===== config.mk =====
export PLATFORM = sky130hd
export DESIGN_NAME = clock_set_mode_controller
export DESIGN_NICKNAME = d
export VERILOG_FILES = /design/src/rtl/csm_pkg.sv /design/src/rtl/csm_next.sv /design/src/rtl/clock_set_mode_controller.sv
export SDC_FILE = /design/constraint.sdc
export NUM_CORES = 1
export LEC_CHECK = 0
export BUFFER_PORTS_ARGS = -buffer_cell sky130_fd_sc_hd__buf_2
export CAP_MARGIN = 20
export CORE_UTILIZATION = 50
export DETAILED_ROUTE_END_ITERATION = 10
export PLACE_DENSITY = 0.7
export REMOVE_ABC_BUFFERS = 1
export SETUP_SLACK_MARGIN = 0.1
export SLEW_MARGIN = 15
export SYNTH_ARGS = -nofsm -noshare
export SYNTH_HDL_FRONTEND = slang
export SYNTH_SLANG_ARGS = --single-unit
export TNS_END_PERCENT = 50

===== constraint.sdc =====
create_clock -name clk -period 11 [get_ports clk]
set_clock_uncertainty 0.15 [all_clocks]
set_input_delay 2.2 -clock clk [delete_from_list [all_inputs] [get_ports clk]]
set_output_delay 2.2 -clock clk [all_outputs]
set_load 0.03 [all_outputs]

===== src/rtl/csm_pkg.sv =====
`default_nettype none
// ----------------------------------------------------------------------------
// Clock set mode controller package
// Shared types and codes for the alarm-clock setting controller.
// ----------------------------------------------------------------------------
package csm_pkg;

    typedef enum logic [2:0] {
        MODE_HOME     = 3'd0,
        MODE_ENABLE   = 3'd1,
        MODE_SET_ALM  = 3'd2,
        MODE_SET_TIME = 3'd3,
        MODE_RINGING  = 3'd4
    } mode_t;

    localparam logic [2:0] OP_NONE = 3'd0;
    localparam logic [2:0] OP_MODE = 3'd1;
    localparam logic [2:0] OP_SET  = 3'd2;
    localparam logic [2:0] OP_INC  = 3'd3;
    localparam logic [2:0] OP_DEC  = 3'd4;

    localparam logic [1:0] STEP_SELECT = 2'd0;
    localparam logic [1:0] STEP_HOURS  = 2'd1;
    localparam logic [1:0] STEP_TENS   = 2'd2;
    localparam logic [1:0] STEP_UNITS  = 2'd3;

    localparam logic [1:0] CMD_NONE   = 2'd0;
    localparam logic [1:0] CMD_CLOCK  = 2'd1;
    localparam logic [1:0] CMD_ALARM  = 2'd2;
    localparam logic [1:0] CMD_ENABLE = 2'd3;

    localparam logic [3:0] COL_NONE   = 4'd0;
    localparam logic [3:0] COL_ENABLE = 4'd4;
    localparam logic [3:0] COL_HOURS  = 4'd5;
    localparam logic [3:0] COL_TENS   = 4'd7;
    localparam logic [3:0] COL_UNITS  = 4'd8;

    localparam logic [15:0] IDLE_TIMEOUT_RESET = 16'h7500;

    typedef struct packed {
        logic [2:0]  op;
        logic        press_seen;
        logic        ringing;
        logic        alarm_on;
        logic [15:0] now_ms;
        logic [4:0]  clock_hours;
        logic [5:0]  clock_minutes;
        logic [4:0]  stored_alarm_hours;
        logic [5:0]  stored_alarm_minutes;
    } csm_in_t;

    typedef struct packed {
        logic [2:0] mode_now;
        logic [1:0] step_now;
        logic [4:0] shown_hours;
        logic [5:0] shown_minutes;
        logic [4:0] shown_alarm_hours;
        logic [5:0] shown_alarm_minutes;
        logic [1:0] command;
        logic       enable_value;
        logic       changed;
        logic       cursor_on;
        logic       cursor_row;
        logic [3:0] cursor_col;
    } csm_out_t;

    typedef struct packed {
        mode_t       mode;
        logic [1:0]  step;
        logic [4:0]  day_hours;
        logic [5:0]  day_minutes;
        logic [4:0]  alm_hours;
        logic [5:0]  alm_minutes;
        logic [15:0] last_press;
    } csm_state_t;

endpackage
`default_nettype wire


===== src/rtl/csm_next.sv =====
`default_nettype none
// ----------------------------------------------------------------------------
// Clock set mode next-state logic
// Computes the next kept state and the result for one request.
// ----------------------------------------------------------------------------
module csm_next (
    input  var csm_pkg::csm_state_t cur,
    input  var csm_pkg::csm_in_t    req,
    input  wire logic [15:0]        idle_timeout,
    output csm_pkg::csm_state_t     nxt,
    output csm_pkg::csm_out_t       res
);

    function automatic logic [4:0] wrap_hours(input logic up, input logic [4:0] v);
        if (up)
            return (v == 5'd23) ? 5'd0 : v + 5'd1;
        return (v == 5'd0) ? 5'd23 : v - 5'd1;
    endfunction

    function automatic logic [2:0] wrap_tens(input logic up, input logic [2:0] v);
        if (up)
            return (v >= 3'd5) ? 3'd0 : v + 3'd1;
        return (v == 3'd0) ? 3'd5 : v - 3'd1;
    endfunction

    function automatic logic [3:0] wrap_units(input logic up, input logic [3:0] v);
        if (up)
            return (v >= 4'd9) ? 4'd0 : v + 4'd1;
        return (v == 4'd0) ? 4'd9 : v - 4'd1;
    endfunction

    function automatic logic [5:0] times_ten(input logic [2:0] t);
        return {t, 3'b000} + {2'b00, t, 1'b0};
    endfunction

    csm_pkg::mode_t mode;
    logic [1:0]  step;
    logic [4:0]  dh;
    logic [5:0]  dm;
    logic [4:0]  ah;
    logic [5:0]  am;
    logic [4:0]  clk_h;
    logic [5:0]  clk_m;
    logic [4:0]  sa_h;
    logic [5:0]  sa_m;
    logic [1:0]  cmd;
    logic        en;
    logic [15:0] last_press;
    logic [15:0] elapsed;
    logic        up;
    logic        edit_time;
    logic [4:0]  eh;
    logic [5:0]  em;
    logic [9:0]  prod;
    logic [2:0]  tens;
    logic [5:0]  unit_diff;
    logic [3:0]  units;
    logic [4:0]  dh_r;
    logic [5:0]  dm_r;
    logic [4:0]  ah_r;
    logic [5:0]  am_r;
    logic        c_on;
    logic        c_row;
    logic [3:0]  c_col;

    always_comb
    begin
        mode       = cur.mode;
        step       = cur.step;
        dh         = cur.day_hours;
        dm         = cur.day_minutes;
        ah         = cur.alm_hours;
        am         = cur.alm_minutes;
        clk_h      = req.clock_hours;
        clk_m      = req.clock_minutes;
        sa_h       = req.stored_alarm_hours;
        sa_m       = req.stored_alarm_minutes;
        cmd        = csm_pkg::CMD_NONE;
        en         = req.alarm_on;
        last_press = cur.last_press;
        up         = (req.op == csm_pkg::OP_INC);
        edit_time  = 1'b0;
        eh         = 5'd0;
        em         = 6'd0;
        prod       = 10'd0;
        tens       = 3'd0;
        unit_diff  = 6'd0;
        units      = 4'd0;

        if (req.ringing)
            mode = csm_pkg::MODE_RINGING;
        else if (mode == csm_pkg::MODE_RINGING)
            mode = csm_pkg::MODE_HOME;

        if (!req.ringing && req.op != csm_pkg::OP_NONE && req.press_seen)
        begin
            case (req.op)
                csm_pkg::OP_MODE:
                begin
                    if (mode == csm_pkg::MODE_HOME || step == csm_pkg::STEP_SELECT)
                    begin
                        case (mode)
                            csm_pkg::MODE_HOME:    mode = csm_pkg::MODE_ENABLE;
                            csm_pkg::MODE_ENABLE:  mode = csm_pkg::MODE_SET_ALM;
                            csm_pkg::MODE_SET_ALM: mode = csm_pkg::MODE_SET_TIME;
                            default:               mode = csm_pkg::MODE_HOME;
                        endcase
                        step = csm_pkg::STEP_SELECT;
                    end
                end
                csm_pkg::OP_SET:
                begin
                    if (mode == csm_pkg::MODE_ENABLE)
                    begin
                        en   = !req.alarm_on;
                        cmd  = csm_pkg::CMD_ENABLE;
                        mode = csm_pkg::MODE_HOME;
                    end
                    else if (mode == csm_pkg::MODE_SET_ALM || mode == csm_pkg::MODE_SET_TIME)
                    begin
                        if (step != csm_pkg::STEP_UNITS)
                            step = step + 2'd1;
                        else
                        begin
                            if (mode == csm_pkg::MODE_SET_TIME)
                            begin
                                cmd   = csm_pkg::CMD_CLOCK;
                                clk_h = dh;
                                clk_m = dm;
                            end
                            else
                            begin
                                cmd  = csm_pkg::CMD_ALARM;
                                sa_h = ah;
                                sa_m = am;
                            end
                            mode = csm_pkg::MODE_HOME;
                        end
                    end
                end
                csm_pkg::OP_INC, csm_pkg::OP_DEC:
                begin
                    if (mode == csm_pkg::MODE_SET_ALM || mode == csm_pkg::MODE_SET_TIME)
                    begin
                        edit_time = (mode == csm_pkg::MODE_SET_TIME);
                        eh        = edit_time ? dh : ah;
                        em        = edit_time ? dm : am;
                        prod      = {4'b0000, em} * 10'd13;
                        tens      = prod[9:7];
                        unit_diff = em - times_ten(tens);
                        units     = unit_diff[3:0];
                        case (step)
                            csm_pkg::STEP_HOURS: eh = wrap_hours(up, eh);
                            csm_pkg::STEP_TENS:  em = times_ten(wrap_tens(up, tens))
                                                      + {2'b00, units};
                            csm_pkg::STEP_UNITS: em = times_ten(tens)
                                                      + {2'b00, wrap_units(up, units)};
                            default: ;
                        endcase
                        if (edit_time)
                        begin
                            dh = eh;
                            dm = em;
                        end
                        else
                        begin
                            ah = eh;
                            am = em;
                        end
                    end
                end
                default: ;
            endcase
        end

        elapsed = req.now_ms - cur.last_press;
        if (mode == csm_pkg::MODE_HOME)
        begin
            dh = clk_h;
            dm = clk_m;
            ah = sa_h;
            am = sa_m;
        end
        else if (req.press_seen)
            last_press = req.now_ms;
        else if (elapsed > idle_timeout)
            mode = csm_pkg::MODE_HOME;
    end

    assign dh_r = (dh >= 5'd24) ? dh - 5'd24 : dh;
    assign dm_r = (dm >= 6'd60) ? dm - 6'd60 : dm;
    assign ah_r = (ah >= 5'd24) ? ah - 5'd24 : ah;
    assign am_r = (am >= 6'd60) ? am - 6'd60 : am;

    always_comb
    begin
        c_on  = 1'b0;
        c_row = 1'b0;
        c_col = csm_pkg::COL_NONE;
        if ((mode == csm_pkg::MODE_SET_TIME || mode == csm_pkg::MODE_SET_ALM)
            && step != csm_pkg::STEP_SELECT)
        begin
            c_on  = 1'b1;
            c_row = (mode == csm_pkg::MODE_SET_ALM);
            case (step)
                csm_pkg::STEP_HOURS: c_col = csm_pkg::COL_HOURS;
                csm_pkg::STEP_TENS:  c_col = csm_pkg::COL_TENS;
                default:             c_col = csm_pkg::COL_UNITS;
            endcase
        end
        else if (mode == csm_pkg::MODE_ENABLE)
        begin
            c_on  = 1'b1;
            c_row = 1'b1;
            c_col = csm_pkg::COL_ENABLE;
        end
    end

    always_comb
    begin
        nxt.mode        = mode;
        nxt.step        = step;
        nxt.day_hours   = dh_r;
        nxt.day_minutes = dm_r;
        nxt.alm_hours   = ah_r;
        nxt.alm_minutes = am_r;
        nxt.last_press  = last_press;

        res.mode_now            = mode;
        res.step_now            = step;
        res.shown_hours         = dh_r;
        res.shown_minutes       = dm_r;
        res.shown_alarm_hours   = ah_r;
        res.shown_alarm_minutes = am_r;
        res.command             = cmd;
        res.enable_value        = en;
        res.changed             = (mode != cur.mode) || (step != cur.step)
                                  || (dh_r != cur.day_hours) || (dm_r != cur.day_minutes)
                                  || (ah_r != cur.alm_hours) || (am_r != cur.alm_minutes);
        res.cursor_on           = c_on;
        res.cursor_row          = c_row;
        res.cursor_col          = c_col;
    end

endmodule
`default_nettype wire


===== src/rtl/clock_set_mode_controller.sv =====
`default_nettype none
// ----------------------------------------------------------------------------
// Clock set mode controller
// Alarm-clock mode, edit step and time editing with idle fallback to home.
// ----------------------------------------------------------------------------
// Usage:
//   in_valid/in_ready/in_data carry one poll request (button, flags, timer,
//   current clock and stored alarm). out_valid/out_ready/out_data return one
//   result per request, in order.
//   cfg_we/cfg_wdata write the idle timeout; write it only while idle.
// Path: a request accepted into the input register has its result on the
//   outputs from the result register.
// Throughput: one request per cycle while out_ready is high; the state update is a
//   single pass of logic between the input register and the result register.
// Stall: while a result waits on out_ready, one more request is taken into
//   the input register; in_ready drops only when both registers are full.
// Reset: rst_n clears mode to home, step to select, kept times and the last
//   press time to zero, and loads the idle timeout with 0x7500. Both
//   registers come out of reset empty.
// ----------------------------------------------------------------------------
module clock_set_mode_controller (
    input  wire logic              clk,
    input  wire logic              rst_n,
    input  wire logic              in_valid,
    output logic                   in_ready,
    input  var csm_pkg::csm_in_t   in_data,
    output logic                   out_valid,
    input  wire logic              out_ready,
    output csm_pkg::csm_out_t      out_data,
    input  wire logic              cfg_we,
    input  wire logic [15:0]       cfg_wdata
);

    logic                in_valid_reg;
    csm_pkg::csm_in_t    in_data_reg;
    logic                out_valid_reg;
    csm_pkg::csm_out_t   out_data_reg;
    csm_pkg::csm_state_t state_reg;
    csm_pkg::csm_state_t state_next;
    csm_pkg::csm_out_t   result_next;
    logic [15:0]         timeout_reg;
    logic                advance;

    assign advance   = in_valid_reg && (!out_valid_reg || out_ready);
    assign in_ready  = !in_valid_reg || advance;
    assign out_valid = out_valid_reg;
    assign out_data  = out_data_reg;

    csm_next u_next (
        .cur          (state_reg),
        .req          (in_data_reg),
        .idle_timeout (timeout_reg),
        .nxt          (state_next),
        .res          (result_next)
    );

    always_ff @(posedge clk or negedge rst_n)
    begin
        if (!rst_n)
            timeout_reg <= csm_pkg::IDLE_TIMEOUT_RESET;
        else if (cfg_we)
            timeout_reg <= cfg_wdata;
    end

    always_ff @(posedge clk or negedge rst_n)
    begin
        if (!rst_n)
        begin
            in_valid_reg  <= 1'b0;
            out_valid_reg <= 1'b0;
            state_reg     <= '0;
        end
        else
        begin
            if (in_ready)
                in_valid_reg <= in_valid;
            if (advance)
            begin
                out_valid_reg <= 1'b1;
                state_reg     <= state_next;
            end
            else if (out_ready)
                out_valid_reg <= 1'b0;
        end
    end

    always_ff @(posedge clk)
    begin
        if (in_ready && in_valid)
            in_data_reg <= in_data;
        if (advance)
            out_data_reg <= result_next;
    end

    a_advance_fills: assert property (@(posedge clk) disable iff (!rst_n)
        advance |=> out_valid_reg)
        else $error("result register not filled after advance");

    a_ringing_mode: assert property (@(posedge clk) disable iff (!rst_n)
        advance && in_data_reg.ringing && in_data_reg.press_seen
        |=> out_data_reg.mode_now == csm_pkg::MODE_RINGING)
        else $error("ringing request did not give ringing mode");

    a_cmd_home: assert property (@(posedge clk) disable iff (!rst_n)
        out_valid_reg && out_data_reg.command != csm_pkg::CMD_NONE
        |-> out_data_reg.mode_now == csm_pkg::MODE_HOME)
        else $error("command issued outside home mode");

    a_cursor_mode: assert property (@(posedge clk) disable iff (!rst_n)
        out_valid_reg && out_data_reg.cursor_on
        |-> out_data_reg.mode_now == csm_pkg::MODE_ENABLE
            || out_data_reg.mode_now == csm_pkg::MODE_SET_ALM
            || out_data_reg.mode_now == csm_pkg::MODE_SET_TIME)
        else $error("cursor shown in a mode without editing");

endmodule
`default_nettype wire


=== After elaboration in Yosys (flattened, before gate mapping) ===
Index checks and enable logic that the tools add are counted.

* $add $sub $neg: 17
* $mul: 1
* $lt $le $gt $ge: 7
* Equality and inequality tests: 24
* Muxes and demuxes: 117
* Bitwise operators: 1
* Reductions and logical operators: 31

{| class="wikitable"
|+ Operators with widths
! cell !! count
|-
| $mux W5 || 30
|-
| $mux W6 || 25
|-
| $mux W3 || 19
|-
| $mux W4 || 9
|-
| $add A6 B4 Y6 || 4
|-
| $mux W1 || 20
|-
| $eq A3 B2 Y1 const B || 6
|-
| $mux W2 || 9
|-
| $gt A16 B16 Y1 || 1
|-
| $sub A16 B16 Y16 || 1
|-
| $ge A6 B6 Y1 const B || 2
|-
| $ne A6 B6 Y1 || 2
|-
| $pmux W6 S2 || 1
|-
| $sub A6 B6 Y6 const B || 2
|-
| $ge A5 B5 Y1 const B || 2
|-
| $logic_or A1 B1 Y1 || 10
|-
| $mul A6 B4 Y10 const B || 1
|-
| $ne A5 B5 Y1 || 2
|-
| $sub A5 B5 Y5 const B || 2
|-
| $eq A3 B1 Y1 const B || 3
|-
| $logic_not A3 Y1 || 3
|-
| $pmux W4 S2 || 1
|-
| $eq A2 B2 Y1 const B || 3
|-
| $eq A3 B3 Y1 const B || 2
|-
| 29 further kinds || 38
|}

* Flip-flop bits (word level): 142
* Output and inout bits: 39
* Logic and storage cells: 229

=== Logic depth before layout (Yosys ltp) ===
Gate-level depths: netlist (run 1).

* Word-level depth: 29
* Gate-level depth with buffers: 41

=== Hierarchy ===
Synthesis (run 1) repeated with hierarchy kept, for this count alone.

* Cells, all modules: 961
* Area total of the unflattened synthesis: 10206.0 sq um

{| class="wikitable"
|+ Modules (own cells, without submodules)
! module !! instances !! cells each !! area an instance (sq um) !! sequential area each (sq um)
|-
| csm_next || 1 || 747 || 5320.1 || 0.0
|-
| clock_set_mode_controller || 1 || 214 || 4885.9 || 3965.1
|}

=== Least setup slack after synthesis (run 1) ===
OpenSTA, ideal clock, no wires.

* Path type: register to register
* From: reg state_reg[41] (netlist bit)
* To: reg out_data_reg (netlist bit out_data[6]), data pin
* Data arrival time: 7798 ps
* Required time: 10583 ps
* Setup slack: 2785 ps
* Stages on the path, launching flop included: 35
* Buffers on the path: 3
* Period minus slack after synthesis: 8215 ps
* Cells stage by stage: dfrtp_1 -> nor4bb_1 -> clkbuf_1 -> buf_2 -> clkbuf_1 -> nand2_1 -> nand2_1 -> ha_1 -> inv_1 -> fa_1 -> inv_1 -> ha_1 -> and3_1 -> o21a_1 -> o21a_1 -> nor4_1 -> nor2_1 -> ha_1 -> xor2_1 -> inv_1 -> and3_1 -> nor2_1 -> inv_1 -> fa_1 -> inv_1 -> ha_1 -> a21o_1 -> a21o_1 -> and2_1 -> a221o_1 -> or4_4 -> a31oi_4 -> mux2_2 -> o21ai_0 -> nand4_1

{| class="wikitable"
|+ RTL lines
! what !! line !! source
|-
| start: declaration || clock_set_mode_controller.sv:38 || <nowiki>csm_pkg::csm_state_t state_reg;</nowiki>
|-
| start signal: assignment || clock_set_mode_controller.sv:80 || <nowiki>state_reg <= state_next;</nowiki>
|-
| end signal: assignment || clock_set_mode_controller.sv:92 || <nowiki>out_data_reg <= result_next;</nowiki>
|-
| end: declaration || clock_set_mode_controller.sv:37 || <nowiki>csm_pkg::csm_out_t out_data_reg;</nowiki>
|}

==> metrics.md, run 1 <==
| Metric | Value |
|---|---|
| Status | `finished clean` |
| Final ANT Viol Nets | `0` |
| Fin nets | `1,214` |
| Reg2Reg Depth | `37` |
| CTS tree | `built` |
| Crit. path cell count | `37` |
| R2R setup slack | `1.58 ns` |
| Synth top area cells | `edfxtp_1 25%, dfrtp_1 15%, ha_1 8.9%, nand2_1 3.9%, o21ai_0 3.6%` |
| Final Hold Fails | `0` |
| Grt met2 use | `40.45%` |
| Pins Over Slew Limit | `0` |
| Crit-path slowest cell | `a2111oi_0` |
| Critical Path End Type | `flip-flop` |
| WHS Endpoint | `state_reg[8]` |
| Startpoint types | `flip-flop` |
| Reg2reg start | `state_reg[41]` |
| Setup TNS | `0 ns` |
| Num ports | `104` |
| Cell Pwr Density | `321.1 mW/mm²` |
| H-tree lvl count | `4` |
| Global-route wire length before repair | `38,900 µm` |
| Share of cells above drive strength 1 | `18.84%` |
| Clk sink count | `142` |
| Max-cap violation count | `0` |
| Register area | `0.003965 mm²` |
| 1st-iter DRT viols | `561` |
| Largest delay contributor family on the critical path | `simple AND/OR/NAND/NOR gates` |
| Post-CTS setup buffers | `0` |
| Main synth FF type | `edfxtp_1` |
| WP data required | `11.02 ns` |
| Kind of critical path | `flip-flop to flip-flop` |
| GRT met1 Usage | `34.62%` |
| Pin slew with the least headroom to its limit | `0.9013 ns` |
| CP max stage delay | `0.62 ns` |
| Clock Tree Buf Depth | `2` |
| Synthesized area | `0.009555 mm²` |
| CP most frequent cell | `inv_1` |
| Hold path depth | `2` |
| Leak | `0.004557 µW` |
| Number of port buffers | `103` |
| Sequential area share after synthesis | `41.50%` |
| Starting density of the core | `51.08%` |
| Wirelength per Cell | `18.03 µm` |
| FF-to-FF End | `out_data[6]` |
| Hold-fix buffers, CTS | `0` |
| Mapped Cells | `989` |
| Crit-path max FO | `20` |
| Design area | `0.01086 mm²` |
| GRT overflow | `0` |
| Total core area | `0.01871 mm²` |
| Final Critical Period | `9.423 ns` |
| Post-synth ARST share | `42.96%` |
| Hpwl dp | `17,000 µm` |
| FP Rows | `50` |
| Post-synthesis cell type count | `85` |
| Fmax | `106.1 MHz` |
| Busiest grt layer | `met2` |
| TritonRoute pass-1 iters | `5` |
| Yosys warns | `0` |
| Synth Register Bits | `142` |
| RSZ-0062 raised after global routing | `no` |
| Post-synth EDFFs | `81` |
| Largest net degree at the start of global routing | `62` |
| DR DRC count | `0` |
| Slew margin rel. | `39.63%` |
| Area of the multi-input gates | `0.005089 mm²` |
| Hold Crit Class | `flip-flop to flip-flop` |
| FILL cells | `1,595` |
| Vias in the first global route | `7,558` |
| Clock transition at path regs | `0.06 ns` |
| Die extent in x | `140.2 µm` |
| Syn-to-layout area delta | `13.70%` |
| RePlAce Congestion | `0.9741` |
| Startpoint of the worst hold path | `in_data_reg[30]` |
| Initial antenna violation count | `1` |
| Total wire length | `23,860 µm` |
| Total vias in the final route | `7,899` |
| Setup violators final | `0` |
| Part of the cycle the worst path needs | `85.66%` |
| Worst-skew pair later-pin latency | `0.43 ns` |
| GRT Total Usage | `25.47%` |
| Clock root buffer master | `clkbuf_16` |
| Die Height | `140.2 µm` |
| Yosys top cell by area | `edfxtp_1` |
| Critical path buffers and inverters | `7` |
| CP Data Arrival Time | `9.45 ns` |
| Met3 Use GR | `4.000%` |
| Largest register FFs | `44` |
| Syn avg cell area | `9.662 µm²` |
| VDD IR max | `0.3259 mV` |
| Total CTS buffers | `17` |
| Post-CTS Resized | `0` |
| Number of vias per cell | `5.971` |
| Die ar. | `0.01967 mm²` |
| Placed instance area | `0.01027 mm²` |
| Post-synth top area share | `25.46%` |
==> logic make-up (layout without fill, tap and decap cells) <==
kind of cell | after synthesis | count (layout) | synth area share, %
multiplexers | 44 | 44 | 5.002
adder cells (fa/ha/maj) | 74 | 74 | 10.16
other | 0 | 1 | 0
buffers and inverters | 137 | 236 | 5.421
XOR/XNOR | 40 | 40 | 3.810
AND/OR/NAND/NOR | 311 | 311 | 16.50
flip-flops | 142 | 142 | 41.50
AO/OA/AOI/OAI | 241 | 241 | 17.61
==> final cells by class <==
type | count | area share, %
Tap cell | 234 | 2.695
Inverter | 92 | 3.179
Antenna cell | 1 | 0.02303
Multi-Input combinational cell | 710 | 46.84
Clock buffer | 23 | 4.399
Timing Repair Buffer | 112 | 5.367
Clock inverter | 9 | 1.002
Sequential cell | 142 | 36.50
==> tightest hold or removal path, cell delays in order (launching register included) <==
cell and delay, ns:
edfxtp_1 0.35, nand2_1 0.05, o21ai_0 0.06
==> cells in the mapped netlist, types with 5 or more instances <==
master    instances
a31oi_1           6
inv_1            90
nor3_1           15
and2_1            7
o22ai_1           7
dfrtp_1          56
mux2i_1          17
and3_1            7
o31ai_1          13
xor2_1            9
a311oi_1          7
o221a_2           8
nand2_1         100
or3_1            10
o41ai_1           5
clkbuf_1         39
a21o_1            7
o211ai_1          7
a211oi_1          6
nor2b_1           7
nand3_1          27
nand2b_1         12
o21ai_0          69
mux2_2           26
nor4_1            8
a21oi_1          40
ha_1             68
or2_2             5
nor3b_1           6
dfstp_2           5
nor2_1           64
xnor2_1          30
fa_1              6
nand4_1          13
edfxtp_1         81
o21bai_1          5
==> per-layer routing <==
metal	share of wire (%)	routed length, µm	up-vias
li1	-	-	3781
met5	0	0	-
met3	6.0	1427	70
met1	45	10850	3763
met2	45	10760	285
met4	3.4	819	0
==> stage by stage <==
stage	hold WS, ns	utilization [%]	std cells	setup slack, ns	total power (µW)
floorplan	0.3072	-	944	0.5923	2382
global placement	0.3190	54.89	1289	1.940	2794
detailed placement	0.3333	54.89	1289	1.761	2858
CTS	0.3377	58.03	1321	1.688	3460
global route	0.3742	58.08	1323	0.9319	3792
finish	0.3356	58.08	1323	1.577	3489
==> cells in the final DEF (no fill, tap or decap), types with 9 or more instances in the layout <==
cell / count
buf_2: 103
xnor2_1: 30
clkbuf_16: 17
nand4_1: 13
mux2_2: 26
nor2_1: 64
ha_1: 68
buf_4: 9
nand2_1: 100
mux2i_1: 17
a21oi_1: 40
inv_1: 90
or3_1: 10
dfrtp_1: 56
xor2_1: 9
nor3_1: 15
nand3_1: 27
nand2b_1: 12
edfxtp_1: 81
o21ai_0: 69
o31ai_1: 13
==> how the worst max path moves through the flow <==
stage	start	end
3_5_place_dp	state_reg[41]	out_data[6]
5_1_grt	state_reg[41]	out_data[6]
3_3_place_gp	state_reg[41]	out_data[6]
2_1_floorplan	in_data_reg[39]	out_data[6]
4_1_cts	state_reg[41]	out_data[6]
6_report	state_reg[41]	out_data[6]
==> power breakdown <==
| group | switching (µW) | internal [µW] | total [µW] | leakage [µW] |
|---|---|---|---|---|
| logic | 1280 | 896 | 2180 | 0.00276 |
| registers | 74.6 | 646 | 721 | 0.00151 |
| clock network | 235 | 353 | 588 | 0.000289 |
Power figures use the tool's default switching activity.
==> run 2: changes to the inputs <==
==> constraint.sdc (replaced) <==
create_clock -name clk -period 11.11 [get_ports clk]
set_clock_uncertainty 0.15 [all_clocks]
set_input_delay 2.222 -clock clk [delete_from_list [all_inputs] [get_ports clk]]
set_output_delay 2.222 -clock clk [all_outputs]
set_load 0.03 [all_outputs]
==> run 2 against run 1 <==
Against the previous run:
- total power decreased by 1.4%
- sequential power decreased by 1%
- die area unchanged
- first-iteration DRC count increased by 24%
- flip-flop and latch count unchanged
- clock power decreased by 6.1%
- register-to-register slack improved by 0.17 ns
- setup slack improved by 0.17 ns
- via count increased by 0.30%
- non-clock buffer count decreased by 1
- wire length increased by 0.62%
- fmax increased by 0.65%
- critical path type unchanged
==> metrics.md, run 2 (synthesis gave the netlist of run 1 again) <==
| Metric | Value |
|---|---|
| Status | `finished clean` |
| Part of the cycle the worst path needs | `84.26% (-1.4 points)` |
| Startpoint types | `flip-flop` |
| Tot Pwr | `3439 µW (-1.4%)` |
| Fin cells | `1,321 (-0.15%)` |
| FILL cells | `1,621 (+1.6%)` |
| Total CTS buffers | `17 (unchanged)` |
| Die extent in x | `140.2 µm (unchanged)` |
| Largest register FFs | `44 (unchanged)` |
| Clock Tree Buf Depth | `2 (unchanged)` |
| Final Hold Fails | `0 (unchanged)` |
| Pins Over Slew Limit | `0 (unchanged)` |
| Post-CTS Resized | `0 (unchanged)` |
| CP startpoint | `state_reg[41]` |
| Wirelength per Cell | `18.17 µm (+0.77%)` |
| Setup WS post-layout | `1.748 ns (+0.1713 ns)` |
| Final Critical Period | `9.362 ns (-0.06125 ns)` |
| Number of port buffers | `103 (unchanged)` |
| Clock transition at path regs | `0.06 ns (about the same)` |
| Post-CTS setup buffers | `0 (unchanged)` |
| Number of vias per cell | `5.998 (+0.46%)` |
| RePlAce Congestion | `0.9943 (+2.1%)` |
| Die ar. | `0.01967 mm² (unchanged)` |
| Hold Crit Class | `flip-flop to flip-flop` |
| Hold-fix buffers, CTS | `0 (unchanged)` |
| WP data required | `11.13 ns (+0.11 ns)` |
| CP max stage delay | `0.61 ns (about the same)` |
| Final ANT Viol Nets | `0 (unchanged)` |
| Fin nets | `1,213 (-0.082%)` |
| Starting density of the core | `51.08% (unchanged)` |
| Critical Path End Type | `flip-flop` |
| Kind of critical path | `flip-flop to flip-flop` |
| Total vias in the final route | `7,923 (+0.30%)` |
| Post-place setup slack | `1.957 ns (+0.1962 ns)` |
| FP Rows | `50 (unchanged)` |
| VDD IR max | `0.2964 mV (-9.0%)` |
| Setup violators final | `0 (unchanged)` |
| DR DRC count | `0 (unchanged)` |
| Worst-skew pair later-pin latency | `0.43 ns (about the same)` |
| 1st-iter DRT viols | `698 (+24%)` |
| Share of cells above drive strength 1 | `18.95% (+0.11 points)` |
| Fmax | `106.8 MHz (+0.65%)` |
| # placed instances | `1,289 (unchanged)` |
| CP Data Arrival Time | `9.38 ns (-0.07 ns)` |
| Crit-path max FO | `22 (+10%)` |
| Total wire length | `24,010 µm (+0.62%)` |
| Startpoint of the worst hold path | `in_valid_reg` |
| Final antenna diode count | `0 (-1)` |
| Reg2reg start | `state_reg[41]` |
| Slew margin rel. | `27.71% (-12 points)` |
| Crit-path slowest cell | `mux2i_1` |
| Global-route wire length before repair | `38,700 µm (-0.51%)` |
| Num ports | `104 (unchanged)` |
| Setup TNS | `0 ns (unchanged)` |
| Most frequent cells in the layout | `103 x buf_2, 100 x nand2_1, 90 x inv_1, 81 x edfxtp_1, 69 x o21ai_0` |
| Syn-to-layout area delta | `13.40%` |
| Clk sink count | `142 (unchanged)` |
| Clock root buffer master | `clkbuf_16` |
| CTS tree | `built` |
| Worst hold slack | `0.3340 ns (-0.001525 ns)` |
| Initial antenna violation count | `0 (-1)` |
| Largest net degree at the start of global routing | `62 (unchanged)` |
| Cell Pwr Density | `317.3 mW/mm² (-1.2%)` |
| Vias in the first global route | `7,505 (-0.70%)` |
| RSZ-0062 raised after global routing | `no` |
| Total core area | `0.01871 mm² (unchanged)` |
| GRT overflow | `0 (unchanged)` |
| Leak | `0.004552 µW (-0.10%)` |
| Max-cap violation count | `0 (unchanged)` |
| Commonest non-fill, non-tap cell in the layout | `buf_2` |
| Hpwl dp | `17,100 µm (+0.56%)` |
| Die Height | `140.2 µm (unchanged)` |
| H-tree lvl count | `4 (unchanged)` |
| TritonRoute pass-1 iters | `5 (unchanged)` |
| Pin slew with the least headroom to its limit | `1.080 ns (+0.1790 ns)` |
| CP most frequent cell | `inv_1` |
| GRT Total Usage | `25.29% (-0.18 points)` |
[run 2: cell types whose count changed in the layout (fill, tap and decap cells not counted), sizes merged]
cell      before  now
bufinv         2    0
diode          1    0
clkinvlp       1    0
inv           95   98
clkinv         3    5
clkbuf        23   21
buf          112  111
[run 2: report_power, final]
part	switching [µW]	leakage [µW]	internal (µW)
combinational	1280	0.00275	896
sequential	73.1	0.00151	640
clock	233	0.000289	319
total	1580	0.00455	1850
[run 2: layer usage]
| metal | up-vias | routed length [µm] | global-route usage, % |
|---|---|---|---|
| li1 | 3786 | - | - |
| met1 | 3771 | 10740 | 34.57 |
| met2 | 319 | 11280 | 41.03 |
| met3 | 47 | 1424 | 3.385 |
| met4 | 0 | 563 | 9.485 |
| met5 | - | 0 | 0 |
[run 2: through the flow]
stage | utilization, % | area (µm²)
floorplan | - | 9383
global placement | 54.89 | 10270
detailed placement | 54.89 | 10270
CTS | 57.93 | 10840
global route | 57.93 | 10840
finish | 57.93 | 10840
[run 2: layout make-up]
type / instances / area (µm²) / share of cell area (%)
clock buffer: 21 / 493.0 / 4.550
timing repair buffer: 111 / 575.6 / 5.312
tap: 234 / 292.8 / 2.702
inverter: 92 / 345.3 / 3.187
multi-input combinational: 710 / 5089 / 46.96
sequential: 142 / 3965 / 36.59
clock inverter: 11 / 75.07 / 0.6928
[run 2: final timing paths]
| path | slack, ns | end | cells past startpoint |
|---|---|---|---|
| setup / recovery | 1.75 | out_data[6] | 35 |
| hold / removal | 0.33 | out_valid | 1 |
| setup reg to reg | 1.75 | out_data[6] | 35 |
| hold reg to reg | 0.33 | out_valid | 1 |
| max in group asynchronous | 8.40 | state_reg[16] | 2 |
| min in group asynchronous | 1.81 | state_reg[37] | 2 |
[run 2: worst max-delay path, delay by kind of cell, from the launching register on]
| family | cells | cell delay, ns |
|---|---|---|
| AO/OA/AOI/OAI | 10 | 2.27 |
| AND/OR/NAND/NOR | 11 | 2.18 |
| buffers and inverters | 5 | 0.76 |
| flip-flops | 1 | 0.57 |
| adder cells (fa/ha/maj) | 5 | 2.02 |
| XOR/XNOR | 3 | 0.52 |
| multiplexers | 1 | 0.61 |
==> run 3: changes to the inputs <==
==> constraint.sdc (replaced) <==
create_clock -name clk -period 8.9 [get_ports clk]
set_clock_uncertainty 0.15 [all_clocks]
set_input_delay 1.78 -clock clk [delete_from_list [all_inputs] [get_ports clk]]
set_output_delay 1.78 -clock clk [all_outputs]
set_load 0.03 [all_outputs]
==> run 3 against run 2 <==
Against the previous run:
- core utilization up 1.1 points
- fmax grew 11%
- register-to-register slack worse by 1.3 ns
- first-iteration DRC count grew 3.9%
- critical path depth decreased by 4
- cell area up 2.0%
==> metrics.md, run 3 (synthesis gave the netlist of run 1 again) <==
| Metric | Value |
|---|---|
| Status | `finished clean` |
| 1st-iter DRT viols | `725 (+3.9%)` |
| Final Hold Fails | `0 (unchanged)` |
| Kind of critical path | `flip-flop to flip-flop` |
| Pin slew with the least headroom to its limit | `1.114 ns (+0.03376 ns)` |
| Die extent in x | `140.2 µm (unchanged)` |
| VDD IR max | `0.3513 mV (+19%)` |
| Clock transition at path regs | `0.06 ns (about the same)` |
| # placed instances | `1,298 (+0.70%)` |
| DR DRC count | `0 (unchanged)` |
| Share of cells above drive strength 1 | `21.55% (+2.6 points)` |
| Critical Path End Type | `flip-flop` |
| Setup WS post-layout | `0.4798 ns (-1.269 ns)` |
| Initial antenna violation count | `0 (unchanged)` |
| Clock Tree Buf Depth | `2 (unchanged)` |
| Total CTS buffers | `17 (unchanged)` |
| CP Data Arrival Time | `8.58 ns (-0.80 ns)` |
| Global-route wire length before repair | `39,200 µm (+1.3%)` |
| WP data required | `9.06 ns (-2.07 ns)` |
| H-tree lvl count | `4 (unchanged)` |
| Design area | `0.01105 mm² (+2.0%)` |
| Fin cells | `1,334 (+0.98%)` |
| Total core area | `0.01871 mm² (unchanged)` |
| Part of the cycle the worst path needs | `94.61% (+10 points)` |
| Final ANT Viol Nets | `0 (unchanged)` |
| Crit-path slowest cell | `fa_1` |
| Setup violators final | `0 (unchanged)` |
| GRT overflow | `0 (unchanged)` |
| Leak | `0.004638 µW (+1.9%)` |
| Hpwl dp | `17,560 µm (+2.7%)` |
| CP most frequent cell | `inv_1` |
| Die ar. | `0.01967 mm² (unchanged)` |
| Most frequent cells in the layout | `103 x buf_2, 100 x nand2_1, 88 x inv_1, 81 x edfxtp_1, 67 x o21ai_0` |
| Register area | `0.003966 mm² (about the same)` |
| Post-place setup slack | `0.1904 ns (-1.767 ns)` |
| Vias in the first global route | `7,540 (+0.47%)` |
| Area of the multi-input gates | `0.005176 mm² (+1.7%)` |
| Hold Crit Class | `flip-flop to flip-flop` |
| FP Rows | `50 (unchanged)` |
| TritonRoute pass-1 iters | `5 (unchanged)` |
| FILL cells | `1,609 (-0.74%)` |
| Placed instance area | `0.01033 mm² (+0.66%)` |
| Final Critical Period | `8.420 ns (-0.9415 ns)` |
| Cell Pwr Density | `411.8 mW/mm² (+30%)` |
| Slew margin rel. | `25.45% (-2.3 points)` |
| Worst-skew pair later-pin latency | `0.43 ns (about the same)` |
| Starting density of the core | `51.08% (unchanged)` |
| Pins Over Slew Limit | `0 (unchanged)` |
| Number of vias per cell | `5.996 (about the same)` |
| Hold-fix buffers, CTS | `0 (unchanged)` |
| Final antenna diode count | `0 (unchanged)` |
| Num ports | `104 (unchanged)` |
| Syn-to-layout area delta | `15.62%` |
| Largest register FFs | `44 (unchanged)` |
| Fmax | `118.8 MHz (+11%)` |
| Clock root buffer master | `clkbuf_16` |
| Total vias in the final route | `7,999 (+0.96%)` |
| Total wire length | `24,430 µm (+1.8%)` |
| Commonest non-fill, non-tap cell in the layout | `buf_2` |
| Number of port buffers | `103 (unchanged)` |
| Fin nets | `1,226 (+1.1%)` |
| RePlAce Congestion | `0.9326 (-6.2%)` |
| Startpoint types | `flip-flop` |
| Max-cap violation count | `0 (unchanged)` |
| Die Height | `140.2 µm (unchanged)` |
| Worst hold slack | `0.3442 ns (+0.01012 ns)` |
| CTS tree | `built` |
| RSZ-0062 raised after global routing | `no` |
| Post-Route Utilization | `59.06% (+1.1 points)` |
| Wirelength per Cell | `18.31 µm (+0.77%)` |
| Clk sink count | `142 (unchanged)` |
| GRT Total Usage | `25.67% (+0.38 points)` |
| Crit-path max FO | `11 (-50%)` |
| Largest net degree at the start of global routing | `62 (unchanged)` |
| CP max stage delay | `0.62 ns (about the same)` |
## run 3: changes by cell type in the layout (fill, tap and decap cells not counted), sizes merged
cell and change:
inv +2, clkinv -2, buf +13
## run 3: what timing repair did
action,in CTS,in global routing
setup endpoints to repair,0,17
resized for setup,0,27
buffers inserted,0,4
endpoints found under the hold margin,0,0
## run 3: worst paths after layout
kind,start,end,slack [ns],cells past startpoint
setup / recovery,state_reg[42],state_reg[30],0.48,31
hold / removal,in_data_reg[30],state_reg[8],0.34,2
setup reg to reg,state_reg[42],state_reg[30],0.48,31
hold reg to reg,in_data_reg[30],state_reg[8],0.34,2
max in group asynchronous,rst_n,state_reg[42],6.58,2
min in group asynchronous,rst_n,state_reg[36],1.38,2
## run 3: power by group
part	internal (µW)	switching [µW]	total [µW]	leakage, µW
clock network	411	300	711	0.000297
registers	799	91.2	890	0.00151
logic	1220	1730	2950	0.00283
## run 3: per-stage QoR
stage	TNS, ns	power [µW]
after CTS	0	4409
after floorplan	-19.31	2944
final	0	4549
after global placement	0	3589
after detailed placement	0	3652
after global routing	0	4910
## run 3: per-layer routing
metal	routed length, µm	GRT usage, %
met5	0	0
met4	814	11.57
met3	1541	4.581
met2	11300	40.87
met1	10770	34.24
## run 3: critical path, delay by kind of cell (launching register included)
family / cells / cell delay, ns
multiplexers: 3 / 0.92
buffers and inverters: 7 / 0.87
AND/OR/NAND/NOR: 8 / 1.98
flip-flops: 1 / 0.48
adder cells (fa/ha/maj): 5 / 1.96
AO/OA/AOI/OAI: 7 / 1.77
XOR/XNOR: 1 / 0.18
## run 3: final cells by class
class | count | share of cell area (%)
multi-input combinational | 710 | 46.85
clock buffer | 21 | 4.553
timing repair buffer | 124 | 6.127
clock inverter | 11 | 0.7928
tap | 234 | 2.650
sequential | 142 | 35.90
inverter | 92 | 3.126
